===== src/assert_macros.svh =====
// assertion macros shared by the receiver modules
`ifndef ASSERT_MACROS_SVH
`define ASSERT_MACROS_SVH

// same-cycle implication, checked out of reset
`define ASSERT_IMP(label, clk, rst_n, ante, cons) \
	label: assert property (@(posedge clk) disable iff (!rst_n) (ante) |-> (cons)) \
		else $error("assertion failed: implication");

// next-cycle implication, checked out of reset
`define ASSERT_NXT(label, clk, rst_n, ante, cons) \
	label: assert property (@(posedge clk) disable iff (!rst_n) (ante) |=> (cons)) \
		else $error("assertion failed: next-cycle implication");

// plain invariant, checked out of reset
`define ASSERT_ALW(label, clk, rst_n, cond) \
	label: assert property (@(posedge clk) disable iff (!rst_n) (cond)) \
		else $error("assertion failed: invariant");

`endif


===== src/cfrx_pkg.sv =====
// types, constants and crc helper for the command frame receiver
package cfrx_pkg;

	// frame layout
	localparam int FRAME_BYTES = 14;
	localparam int STORE_BYTES = FRAME_BYTES - 1;
	localparam int CNT_W       = 4;
	localparam int IDX_W       = 4;
	localparam logic [CNT_W-1:0] COUNT_MAX  = 4'd15;
	localparam logic [CNT_W-1:0] POS_SINGLE = 4'd0;
	localparam logic [CNT_W-1:0] POS_CRC_LO = 4'd4;
	localparam logic [CNT_W-1:0] POS_CRC_HI = 4'd11;
	localparam logic [CNT_W-1:0] POS_LAST   = 4'(FRAME_BYTES - 1);
	localparam logic [CNT_W-1:0] POS_STORE  = 4'(STORE_BYTES);

	// header and mode bytes
	localparam logic [7:0] HDR_B0    = 8'h01;
	localparam logic [7:0] HDR_B1    = 8'hAB;
	localparam logic [7:0] HDR_B2    = 8'hCD;
	localparam logic [7:0] HDR_B3    = 8'h05;
	localparam logic [7:0] MODE_HI   = 8'h00;
	localparam logic [7:0] MODE_IAP  = 8'h10;
	localparam logic [7:0] MODE_APP  = 8'h01;
	localparam logic [15:0] CRC_POLY = 16'h1021;

	// event codes
	localparam logic [2:0] EV_IGNORED  = 3'd0;
	localparam logic [2:0] EV_CONFIG   = 3'd1;
	localparam logic [2:0] EV_SETTING  = 3'd2;
	localparam logic [2:0] EV_REQUEST  = 3'd3;
	localparam logic [2:0] EV_ACK      = 3'd4;
	localparam logic [2:0] EV_FRAME_OK = 3'd5;
	localparam logic [2:0] EV_CRC_BAD  = 3'd6;
	localparam logic [2:0] EV_HDR_BAD  = 3'd7;

	// device stages
	localparam logic [1:0] STAGE_TOP     = 2'd1;
	localparam logic [1:0] STAGE_SETTING = 2'd2;
	localparam logic [1:0] STAGE_UPGRADE = 2'd3;

	// mode codes
	localparam logic [1:0] MODE_NONE = 2'd0;
	localparam logic [1:0] MODE_IS_IAP = 2'd1;
	localparam logic [1:0] MODE_IS_APP = 2'd2;

	// register indexes
	localparam logic [2:0] REG_CRC_INIT  = 3'd0;
	localparam logic [2:0] REG_CRC_XOR   = 3'd1;
	localparam logic [2:0] REG_CODE_CFG  = 3'd2;
	localparam logic [2:0] REG_CODE_SET  = 3'd3;
	localparam logic [2:0] REG_CODE_REQ  = 3'd4;
	localparam logic [2:0] REG_CODE_ACK  = 3'd5;

	// configuration registers
	typedef struct packed {
		logic [15:0] crc_init;
		logic [15:0] crc_xorout;
		logic [7:0]  code_configure;
		logic [7:0]  code_setting;
		logic [7:0]  code_request;
		logic [7:0]  code_ack;
	} cfg_t;

	// one classified message handed from front to back
	typedef struct packed {
		logic [2:0] event_res;
		logic [1:0] mode_seen;
		logic [7:0] ip_b2;
		logic [7:0] ip_b3;
		logic [7:0] gw_b2;
		logic [7:0] gw_b3;
		logic [7:0] mac_b4;
		logic [7:0] mac_b5;
	} job_t;

	// crc-16 update over one byte, msb first
	function automatic logic [15:0] crc_feed(input logic [15:0] rem, input logic [7:0] b);
		logic [15:0] r;
		r = rem ^ {b, 8'h00};
		for (int k = 0; k < 8; k++) begin
			if (r[15]) begin
				r = {r[14:0], 1'b0} ^ CRC_POLY;
			end else begin
				r = {r[14:0], 1'b0};
			end
		end
		return r;
	endfunction

endpackage


===== src/cfrx_if.sv =====
// valid/ready channel interfaces for received bytes and results

// received byte channel
interface cfrx_byte_if;
	logic       valid;
	logic       ready;
	logic [7:0] rx_byte;
	logic       msg_end;

	modport source (output valid, output rx_byte, output msg_end, input ready);
	modport sink   (input valid, input rx_byte, input msg_end, output ready);
endinterface

// result channel
interface cfrx_res_if;
	logic       valid;
	logic       ready;
	logic [2:0] event_res;
	logic [1:0] stage;
	logic [1:0] mode_seen;
	logic [7:0] ip_b2;
	logic [7:0] ip_b3;
	logic [7:0] gw_b2;
	logic [7:0] gw_b3;
	logic [7:0] mac_b4;
	logic [7:0] mac_b5;

	modport source (output valid, output event_res, output stage, output mode_seen,
		output ip_b2, output ip_b3, output gw_b2, output gw_b3, output mac_b4,
		output mac_b5, input ready);
	modport sink (input valid, input event_res, input stage, input mode_seen,
		input ip_b2, input ip_b3, input gw_b2, input gw_b3, input mac_b4,
		input mac_b5, output ready);
endinterface


===== src/cfrx_front.sv =====
// front end: counts, buffers and crc-checks bytes, classifies each message
`include "assert_macros.svh"
module cfrx_front import cfrx_pkg::*; (
	input  logic       clk,
	input  logic       arst_n,
	input  cfg_t       cfg,
	cfrx_byte_if.sink  rx,
	input  logic       full,
	output logic       push,
	output job_t       push_job
);

	logic [CNT_W-1:0] count_q;
	logic [15:0]      crc_q;
	logic [7:0]       frame_q [STORE_BYTES];
	logic             acc;
	logic [CNT_W-1:0] pos;
	logic             hdr_ok;
	logic             crc_ok;
	logic [15:0]      got;

	assign rx.ready = !full;
	assign acc      = rx.valid && rx.ready;
	assign push     = acc && rx.msg_end;
	assign pos      = count_q;

	// byte counter, saturating, cleared at message end
	always_ff @(posedge clk or negedge arst_n) begin
		if (!arst_n) begin
			count_q <= '0;
		end else if (acc) begin
			if (rx.msg_end) begin
				count_q <= '0;
			end else if (count_q != COUNT_MAX) begin
				count_q <= count_q + 1'b1;
			end
		end
	end

	// running crc over the payload bytes
	always_ff @(posedge clk or negedge arst_n) begin
		if (!arst_n) begin
			crc_q <= '0;
		end else if (acc) begin
			if (pos == POS_CRC_LO) begin
				crc_q <= crc_feed(cfg.crc_init, rx.rx_byte);
			end else if (pos > POS_CRC_LO && pos <= POS_CRC_HI) begin
				crc_q <= crc_feed(crc_q, rx.rx_byte);
			end
		end
	end

	// frame buffer, last byte is taken straight from the channel
	always_ff @(posedge clk) begin
		if (acc && pos < POS_STORE) begin
			frame_q[pos[IDX_W-1:0]] <= rx.rx_byte;
		end
	end

	// classification of the message that ends with this byte
	assign hdr_ok = frame_q[0] == HDR_B0 && frame_q[1] == HDR_B1 &&
		frame_q[2] == HDR_B2 && frame_q[3] == HDR_B3;
	assign got    = {frame_q[STORE_BYTES-1], rx.rx_byte};
	assign crc_ok = got == (crc_q ^ cfg.crc_xorout);

	always_comb begin
		push_job = '0;
		if (pos == POS_SINGLE) begin
			priority if (rx.rx_byte == cfg.code_configure) begin
				push_job.event_res = EV_CONFIG;
			end else if (rx.rx_byte == cfg.code_setting) begin
				push_job.event_res = EV_SETTING;
			end else if (rx.rx_byte == cfg.code_request) begin
				push_job.event_res = EV_REQUEST;
			end else if (rx.rx_byte == cfg.code_ack) begin
				push_job.event_res = EV_ACK;
			end else begin
				push_job.event_res = EV_IGNORED;
			end
		end else if (pos == POS_LAST) begin
			priority if (!hdr_ok) begin
				push_job.event_res = EV_HDR_BAD;
			end else if (!crc_ok) begin
				push_job.event_res = EV_CRC_BAD;
			end else begin
				push_job.event_res = EV_FRAME_OK;
				if (frame_q[4] == MODE_HI && frame_q[5] == MODE_IAP) begin
					push_job.mode_seen = MODE_IS_IAP;
				end else if (frame_q[4] == MODE_HI && frame_q[5] == MODE_APP) begin
					push_job.mode_seen = MODE_IS_APP;
				end
				push_job.ip_b2  = frame_q[6];
				push_job.ip_b3  = frame_q[7];
				push_job.gw_b2  = frame_q[8];
				push_job.gw_b3  = frame_q[9];
				push_job.mac_b4 = frame_q[10];
				push_job.mac_b5 = frame_q[11];
			end
		end
	end

	`ASSERT_NXT(a_count_clears, clk, arst_n, push, count_q == '0)
	`ASSERT_IMP(a_no_push_full, clk, arst_n, full, !push)

endmodule


===== src/cfrx_fifo.sv =====
// short queue of classified messages between front and back
`include "assert_macros.svh"
module cfrx_fifo import cfrx_pkg::*; #(
	parameter int DEPTH = 2
) (
	input  logic clk,
	input  logic arst_n,
	input  logic push,
	input  job_t push_job,
	output logic full,
	input  logic pop,
	output logic not_empty,
	output job_t pop_job
);

	localparam int PTR_W = (DEPTH > 1) ? $clog2(DEPTH) : 1;
	localparam int CNT_QW = $clog2(DEPTH + 1);
	localparam logic [PTR_W-1:0] PTR_LAST = PTR_W'(DEPTH - 1);
	localparam logic [CNT_QW-1:0] CNT_FULL = CNT_QW'(DEPTH);

	job_t              mem_q [DEPTH];
	logic [PTR_W-1:0]  wr_ptr_q;
	logic [PTR_W-1:0]  rd_ptr_q;
	logic [CNT_QW-1:0] count_q;
	logic              do_push;
	logic              do_pop;

	assign full      = count_q == CNT_FULL;
	assign not_empty = count_q != '0;
	assign do_push   = push && !full;
	assign do_pop    = pop && not_empty;
	assign pop_job   = mem_q[rd_ptr_q];

	// storage
	always_ff @(posedge clk) begin
		if (do_push) begin
			mem_q[wr_ptr_q] <= push_job;
		end
	end

	// pointers and fill count
	always_ff @(posedge clk or negedge arst_n) begin
		if (!arst_n) begin
			wr_ptr_q <= '0;
			rd_ptr_q <= '0;
			count_q  <= '0;
		end else begin
			if (do_push) begin
				wr_ptr_q <= (wr_ptr_q == PTR_LAST) ? '0 : wr_ptr_q + 1'b1;
			end
			if (do_pop) begin
				rd_ptr_q <= (rd_ptr_q == PTR_LAST) ? '0 : rd_ptr_q + 1'b1;
			end
			unique case ({do_push, do_pop})
				2'b10:   count_q <= count_q + 1'b1;
				2'b01:   count_q <= count_q - 1'b1;
				default: count_q <= count_q;
			endcase
		end
	end

	`ASSERT_ALW(a_count_range, clk, arst_n, count_q <= CNT_FULL)
	`ASSERT_NXT(a_full_holds, clk, arst_n, full && !pop, full)

endmodule


===== src/cfrx_back.sv =====
// back end: applies stage changes and holds the result register
`include "assert_macros.svh"
module cfrx_back import cfrx_pkg::*; (
	input  logic       clk,
	input  logic       arst_n,
	input  logic       not_empty,
	input  job_t       pop_job,
	output logic       pop,
	cfrx_res_if.source res
);

	logic [1:0] dev_stage_q;
	logic [1:0] next_stage;
	logic       out_valid_q;
	job_t       out_job_q;
	logic [1:0] out_stage_q;

	assign pop = not_empty && (!out_valid_q || res.ready);

	// stage after this message
	always_comb begin
		unique case (pop_job.event_res)
			EV_CONFIG:  next_stage = STAGE_TOP;
			EV_SETTING: next_stage = STAGE_SETTING;
			EV_REQUEST: next_stage = STAGE_UPGRADE;
			default:    next_stage = dev_stage_q;
		endcase
	end

	// control: device stage and result valid
	always_ff @(posedge clk or negedge arst_n) begin
		if (!arst_n) begin
			dev_stage_q <= STAGE_TOP;
			out_valid_q <= 1'b0;
		end else begin
			if (pop) begin
				dev_stage_q <= next_stage;
				out_valid_q <= 1'b1;
			end else if (res.ready) begin
				out_valid_q <= 1'b0;
			end
		end
	end

	// result payload
	always_ff @(posedge clk) begin
		if (pop) begin
			out_job_q   <= pop_job;
			out_stage_q <= next_stage;
		end
	end

	assign res.valid     = out_valid_q;
	assign res.event_res = out_job_q.event_res;
	assign res.stage     = out_stage_q;
	assign res.mode_seen = out_job_q.mode_seen;
	assign res.ip_b2     = out_job_q.ip_b2;
	assign res.ip_b3     = out_job_q.ip_b3;
	assign res.gw_b2     = out_job_q.gw_b2;
	assign res.gw_b3     = out_job_q.gw_b3;
	assign res.mac_b4    = out_job_q.mac_b4;
	assign res.mac_b5    = out_job_q.mac_b5;

	`ASSERT_ALW(a_stage_valid, clk, arst_n, dev_stage_q != 2'd0)
	`ASSERT_NXT(a_stage_follows, clk, arst_n, pop, out_stage_q == dev_stage_q)

endmodule


===== src/command_frame_receiver_top.sv =====
// Command frame receiver: one byte accepted per cycle, back to back, while the message queue is not full.
// A message's result passes through the message queue and then the result register before it is valid.
// Sustained rate is one byte per cycle; a result waiting on the output stalls only once the
// message queue (QUEUE_DEPTH entries) is full.
// Reset is asynchronous: counter, crc and queue clear, stage returns to top, registers take their
// reset values; the frame buffer is not cleared.
module command_frame_receiver_top import cfrx_pkg::*; #(
	parameter int QUEUE_DEPTH = 2
) (
	input  logic        clk,
	input  logic        arst_n,
	input  logic        psel,
	input  logic        penable,
	input  logic        pwrite,
	input  logic [4:0]  paddr,
	input  logic [31:0] pwdata,
	output logic [31:0] prdata,
	output logic        pready,
	cfrx_byte_if.sink   rx,
	cfrx_res_if.source  res
);

	cfg_t       cfg_q;
	logic [2:0] reg_idx;
	logic       wr_en;
	logic       push;
	logic       full;
	logic       pop;
	logic       not_empty;
	job_t       push_job;
	job_t       pop_job;

	assign pready  = 1'b1;
	assign reg_idx = paddr[4:2];
	assign wr_en   = psel && penable && pwrite && pready;

	// configuration registers
	always_ff @(posedge clk or negedge arst_n) begin
		if (!arst_n) begin
			cfg_q.crc_init       <= 16'd0;
			cfg_q.crc_xorout     <= 16'd0;
			cfg_q.code_configure <= 8'd0;
			cfg_q.code_setting   <= 8'd0;
			cfg_q.code_request   <= 8'd67;
			cfg_q.code_ack       <= 8'd6;
		end else if (wr_en) begin
			unique case (reg_idx)
				REG_CRC_INIT: cfg_q.crc_init       <= pwdata[15:0];
				REG_CRC_XOR:  cfg_q.crc_xorout     <= pwdata[15:0];
				REG_CODE_CFG: cfg_q.code_configure <= pwdata[7:0];
				REG_CODE_SET: cfg_q.code_setting   <= pwdata[7:0];
				REG_CODE_REQ: cfg_q.code_request   <= pwdata[7:0];
				REG_CODE_ACK: cfg_q.code_ack       <= pwdata[7:0];
				default: ;
			endcase
		end
	end

	// register read mux
	always_comb begin
		unique case (reg_idx)
			REG_CRC_INIT: prdata = {16'd0, cfg_q.crc_init};
			REG_CRC_XOR:  prdata = {16'd0, cfg_q.crc_xorout};
			REG_CODE_CFG: prdata = {24'd0, cfg_q.code_configure};
			REG_CODE_SET: prdata = {24'd0, cfg_q.code_setting};
			REG_CODE_REQ: prdata = {24'd0, cfg_q.code_request};
			REG_CODE_ACK: prdata = {24'd0, cfg_q.code_ack};
			default:      prdata = 32'd0;
		endcase
	end

	cfrx_front u_front (
		.clk      (clk),
		.arst_n   (arst_n),
		.cfg      (cfg_q),
		.rx       (rx),
		.full     (full),
		.push     (push),
		.push_job (push_job)
	);

	cfrx_fifo #(
		.DEPTH (QUEUE_DEPTH)
	) u_fifo (
		.clk       (clk),
		.arst_n    (arst_n),
		.push      (push),
		.push_job  (push_job),
		.full      (full),
		.pop       (pop),
		.not_empty (not_empty),
		.pop_job   (pop_job)
	);

	cfrx_back u_back (
		.clk       (clk),
		.arst_n    (arst_n),
		.not_empty (not_empty),
		.pop_job   (pop_job),
		.pop       (pop),
		.res       (res)
	);

endmodule


===== src/flat_wrapper.sv =====
// flat-port wrapper written by rule: the top's interface ports become plain ports
module command_frame_receiver_top_flat import cfrx_pkg::*;
#(
	parameter int QUEUE_DEPTH = 2
)
  (clk, arst_n, psel, penable, pwrite, paddr, pwdata, prdata, pready, rx_valid, rx_rx_byte, rx_msg_end, rx_ready, res_valid, res_event_res, res_stage, res_mode_seen, res_ip_b2, res_ip_b3, res_gw_b2, res_gw_b3, res_mac_b4, res_mac_b5, res_ready);
  cfrx_byte_if rx_i ();
  cfrx_res_if res_i ();
  input  logic clk;
  input  logic arst_n;
  input  logic psel;
  input  logic penable;
  input  logic pwrite;
  input  logic [4:0] paddr;
  input  logic [31:0] pwdata;
  output logic [31:0] prdata;
  output logic pready;
  input wire logic [$bits(rx_i.valid)-1:0] rx_valid;
  input wire logic [$bits(rx_i.rx_byte)-1:0] rx_rx_byte;
  input wire logic [$bits(rx_i.msg_end)-1:0] rx_msg_end;
  output wire logic [$bits(rx_i.ready)-1:0] rx_ready;
  output wire logic [$bits(res_i.valid)-1:0] res_valid;
  output wire logic [$bits(res_i.event_res)-1:0] res_event_res;
  output wire logic [$bits(res_i.stage)-1:0] res_stage;
  output wire logic [$bits(res_i.mode_seen)-1:0] res_mode_seen;
  output wire logic [$bits(res_i.ip_b2)-1:0] res_ip_b2;
  output wire logic [$bits(res_i.ip_b3)-1:0] res_ip_b3;
  output wire logic [$bits(res_i.gw_b2)-1:0] res_gw_b2;
  output wire logic [$bits(res_i.gw_b3)-1:0] res_gw_b3;
  output wire logic [$bits(res_i.mac_b4)-1:0] res_mac_b4;
  output wire logic [$bits(res_i.mac_b5)-1:0] res_mac_b5;
  input wire logic [$bits(res_i.ready)-1:0] res_ready;
  assign rx_i.valid = rx_valid;
  assign rx_i.rx_byte = rx_rx_byte;
  assign rx_i.msg_end = rx_msg_end;
  assign rx_ready = rx_i.ready;
  assign res_valid = res_i.valid;
  assign res_event_res = res_i.event_res;
  assign res_stage = res_i.stage;
  assign res_mode_seen = res_i.mode_seen;
  assign res_ip_b2 = res_i.ip_b2;
  assign res_ip_b3 = res_i.ip_b3;
  assign res_gw_b2 = res_i.gw_b2;
  assign res_gw_b3 = res_i.gw_b3;
  assign res_mac_b4 = res_i.mac_b4;
  assign res_mac_b5 = res_i.mac_b5;
  assign res_i.ready = res_ready;
  command_frame_receiver_top #(.QUEUE_DEPTH(QUEUE_DEPTH)) u_core (.clk(clk), .arst_n(arst_n), .psel(psel), .penable(penable), .pwrite(pwrite), .paddr(paddr), .pwdata(pwdata), .prdata(prdata), .pready(pready), .rx(rx_i), .res(res_i));
endmodule

===== config.mk =====
export PLATFORM = sky130hd
export DESIGN_NAME = command_frame_receiver_top_flat
export DESIGN_NICKNAME = d
export VERILOG_FILES = /design/src/cfrx_pkg.sv /design/src/cfrx_if.sv /design/src/cfrx_front.sv /design/src/cfrx_fifo.sv /design/src/cfrx_back.sv /design/src/command_frame_receiver_top.sv /design/src/flat_wrapper.sv
export VERILOG_INCLUDE_DIRS = /design/src /design/src/src
export SDC_FILE = /design/constraint.sdc
export NUM_CORES = 1
export LEC_CHECK = 0
export BUFFER_PORTS_ARGS = -buffer_cell sky130_fd_sc_hd__buf_2
export CAP_MARGIN = 20
export CORE_AREA = 5 5 200 202
export CTS_CLUSTER_SIZE = 14
export DETAILED_ROUTE_END_ITERATION = 16
export DIE_AREA = 0 0 205 207
export GPL_ROUTABILITY_DRIVEN = 1
export GPL_TIMING_DRIVEN = 0
export HOLD_SLACK_MARGIN = 0.08
export PLACE_DENSITY = 0.54
export SKIP_CTS_REPAIR_TIMING = 1
export SYNTH_ARGS = -nofsm -noshare
export SYNTH_HDL_FRONTEND = slang
export SYNTH_SLANG_ARGS = --single-unit

===== constraint.sdc =====
create_clock -name clk -period 5.95 [get_ports clk]
set_input_delay 0.595 -clock clk [delete_from_list [all_inputs] [get_ports clk]]
set_output_delay 0.595 -clock clk [all_outputs]
set_load 0.01 [all_outputs]

==> results.toml <==
[outcome]
status = "finished clean"

[timing]
final.min_clock_period_ns = 3.45
timing.final.setup_violations = 0
fmax_mhz = 290
postLayoutSetupSlackWorst_ns = 2.50
max-slew-margin-rel_pct = 41.7
max_slew.worst_pin.slew_ns = 0.874
timing_max_transition_violations_final = 0
period_share_pct = 58.0
skew_ns = 0.0288
grt_setup_unrepaired = "false"
finalHoldViolations = 0

[yosys]
seq_cells_post_synth = 356
postSynthCellCount = 932
number_of_enable_type_register_cells_in_the_synthesized_netlist = 265
post_synth_num_cell_types = 50
syn-mean-instance-area_um2 = 16.1
ys_async_sr_fraction_pct = 25.6
syn_area_um2 = 15000
synthFlopType = "sky130_fd_sc_hd__edfxtp_1"
synthesis.yosys.warnings = 0
yosysSeqAreaShare_pct = 68.3

[setup_path]
critPathLaunchType = "primary input"
setup.worst_path.end_class = "output port"
worst-path-max-fanout = 10
setup.worst_path.class = "primary input to output port"
worst_ep_required_time_ns = 5.36
timing.critical_path.arrival_ns = 2.86

[clocking]
cts-htree-levels = 2
clk_pin_slew_ns = 0.05
numCtsBuffers = 40
clock_tree.buffer_depth = 3
clock_tree_from_tritoncts = "built"
numClockSinks = 356
clock-root-buffer = "sky130_fd_sc_hd__clkbuf_16"
clock_latency_ns = 0.57

[routing]
detail-route-antenna-nets = 0
drt_pass1_iterations = 4
avgRoutedWirePerCell_um = 19.5
via_count = 7866
drt-initial-drc-count = 323
drc = 0
vias_per_cell = 4.76
routed_wl_um = 32300

[die]
dieArea_um2 = 42400
die_width_um = 205
number_of_primary_i_o_pins = 143
row_count = 72
die-height_um = 207
start_util_pct = 39.3
core_area_um2 = 38100

[pwr]
p_total_mw = 7.79
power.ir.vdd_worst_uv = 181
p_leak_nw = 6.98
power_density_nw_per_um2 = 440

[min_path]
holdCritPathClass = "primary input to async pin"

[grt]
grt_start_max_net_pins = 51
first_global_vias = 8266
grt_usage_pct = 15.3
first_pass_grt_wire_length_um = 49600
grt_overflow_total = 0
antenna_found_initial = 0

[placement]
portBuffers = 106
place_ws_ns = 2.47
dp.final_hpwl_um = 21500
globalplace.congestion = 0.798
dpl.cell_count = 1578

[finish]
final-instance-count-excl-fill = 1652
post_route_cells_drive_above_1_share_pct = 30.3
leading_cell_type_in_the_layout_fill_and_taps_excluded = "sky130_fd_sc_hd__edfxtp_1"
fillers = 3391
regArea_um2 = 10200
post-route-util_pct = 46.5
final_cell_mix = "sky130_fd_sc_hd__edfxtp_1, sky130_fd_sc_hd__mux2_2, sky130_fd_sc_hd__buf_2, sky130_fd_sc_hd__dfrtp_1, sky130_fd_sc_hd__and2_1"
multiInputGateArea_um2 = 4490
areaGrowthSynthToFinish_pct = 18.2
antenna_cells_inserted = 0
finalNetCount = 1165

[flow_run]
drv_cap = 0
cell usage after synthesis (20+ instances only):
library cell               number  area share, %
sky130_fd_sc_hd__nand2_1       34           0.85
sky130_fd_sc_hd__xnor2_1       35            2.0
sky130_fd_sc_hd__dfrtp_1       85             14
sky130_fd_sc_hd__mux2_2       123            9.2
sky130_fd_sc_hd__mux2i_1       29            1.9
sky130_fd_sc_hd__nor2_1        29           0.73
sky130_fd_sc_hd__xnor3_1       21            3.2
sky130_fd_sc_hd__xor2_1        46            2.7
sky130_fd_sc_hd__o21ai_0       20           0.67
sky130_fd_sc_hd__clkbuf_1      21           0.53
sky130_fd_sc_hd__edfxtp_1     265             53
sky130_fd_sc_hd__and2_1        50            2.1
stage by stage:
step	TNS, ns	instance area [um2]	hold slack [ns]
after CTS	0	17700	0.0526
after detailed placement	0	16400	0.492
final	0	17700	0.0666
after global routing	0	17700	0.0954
after floorplan	0	15000	0.299
after global placement	-0.924	16200	0.476
registers in the layout, summed over array words and instances, names as in the netlist:
signal	cells
u_core.u_back.res.mac_b5	8
u_core.cfg_q	64
u_core.u_back.dev_stage_q	2
u_core.u_back.res.ip_b2	8
u_core.u_front.frame_q	104
u_core.u_back.res.mac_b4	8
u_core.u_back.res.ip_b3	8
u_core.u_fifo.wr_ptr_q	1
u_core.u_back.res.valid	1
u_core.u_front.crc_q	16
u_core.u_fifo.rd_ptr_q	1
u_core.u_back.res.event_res	3
u_core.u_back.res.gw_b2	8
u_core.u_fifo.count_q	2
u_core.u_fifo.mem_q	106
u_core.u_back.res.mode_seen	2
u_core.u_front.count_q	4
u_core.u_back.res.gw_b3	8
u_core.u_back.res.stage	2
metal layers:
layer / track usage [%] / routed length, um
met4: 4.80 / 786
met3: 3.02 / 1510
met1: 19.7 / 13500
met5: 0 / 0
met2: 26.0 / 16400
layout make-up:
class | instances | share of cell area, %
tap | 518 | 3.66
buffer | 56 | 1.65
inverter | 11 | 0.233
clock buffer | 46 | 5.89
clock inverter | 28 | 1.56
sequential | 356 | 57.8
timing repair buffer | 113 | 3.88
multi-input combinational | 524 | 25.3
power breakdown:
group          internal, mW  switching [mW]
registers              3.24           0.253
logic                 0.904           0.971
clock network          1.41            1.01
total                  5.55            2.24
critical path, cell delays in order:
cell                       delay, ns
sky130_fd_sc_hd__buf_2          0.08
sky130_fd_sc_hd__buf_2          0.26
sky130_fd_sc_hd__buf_1          0.56
sky130_fd_sc_hd__clkbuf_1       0.72
sky130_fd_sc_hd__mux2i_1        0.41
sky130_fd_sc_hd__nor2_1         0.06
sky130_fd_sc_hd__buf_2          0.15
final timing paths:
kind,to,slack (ns),depth (start not counted),startpoint
worst max-delay path,prdata[13],2.50,7,paddr[2]
worst min-delay path,u_core.u_back.res.valid,0.07,1,arst_n
worst max register to register,u_core.u_front.frame_q[0][0],3.25,6,u_core.u_fifo.count_q[0]
worst min register to register,u_core.u_back.dev_stage_q[0],0.50,2,u_core.u_back.dev_stage_q[0]
max in group asynchronous,u_core.u_back.dev_stage_q[0],5.16,2,arst_n
min in group clk,u_core.u_back.res.valid,0.25,2,res_ready
logic make-up after synthesis:
logic type / synth area share, %
DFF: 68.3
and+or+nand+nor: 6.89
muxes: 11.3
xor gates and xnor gates: 8.00
buffers and inverters: 2.23
AOI/OAI and AO/OA: 2.32
adders and majority gates: 0.835
other: 0.0501
Power figures use the tool's default switching activity.
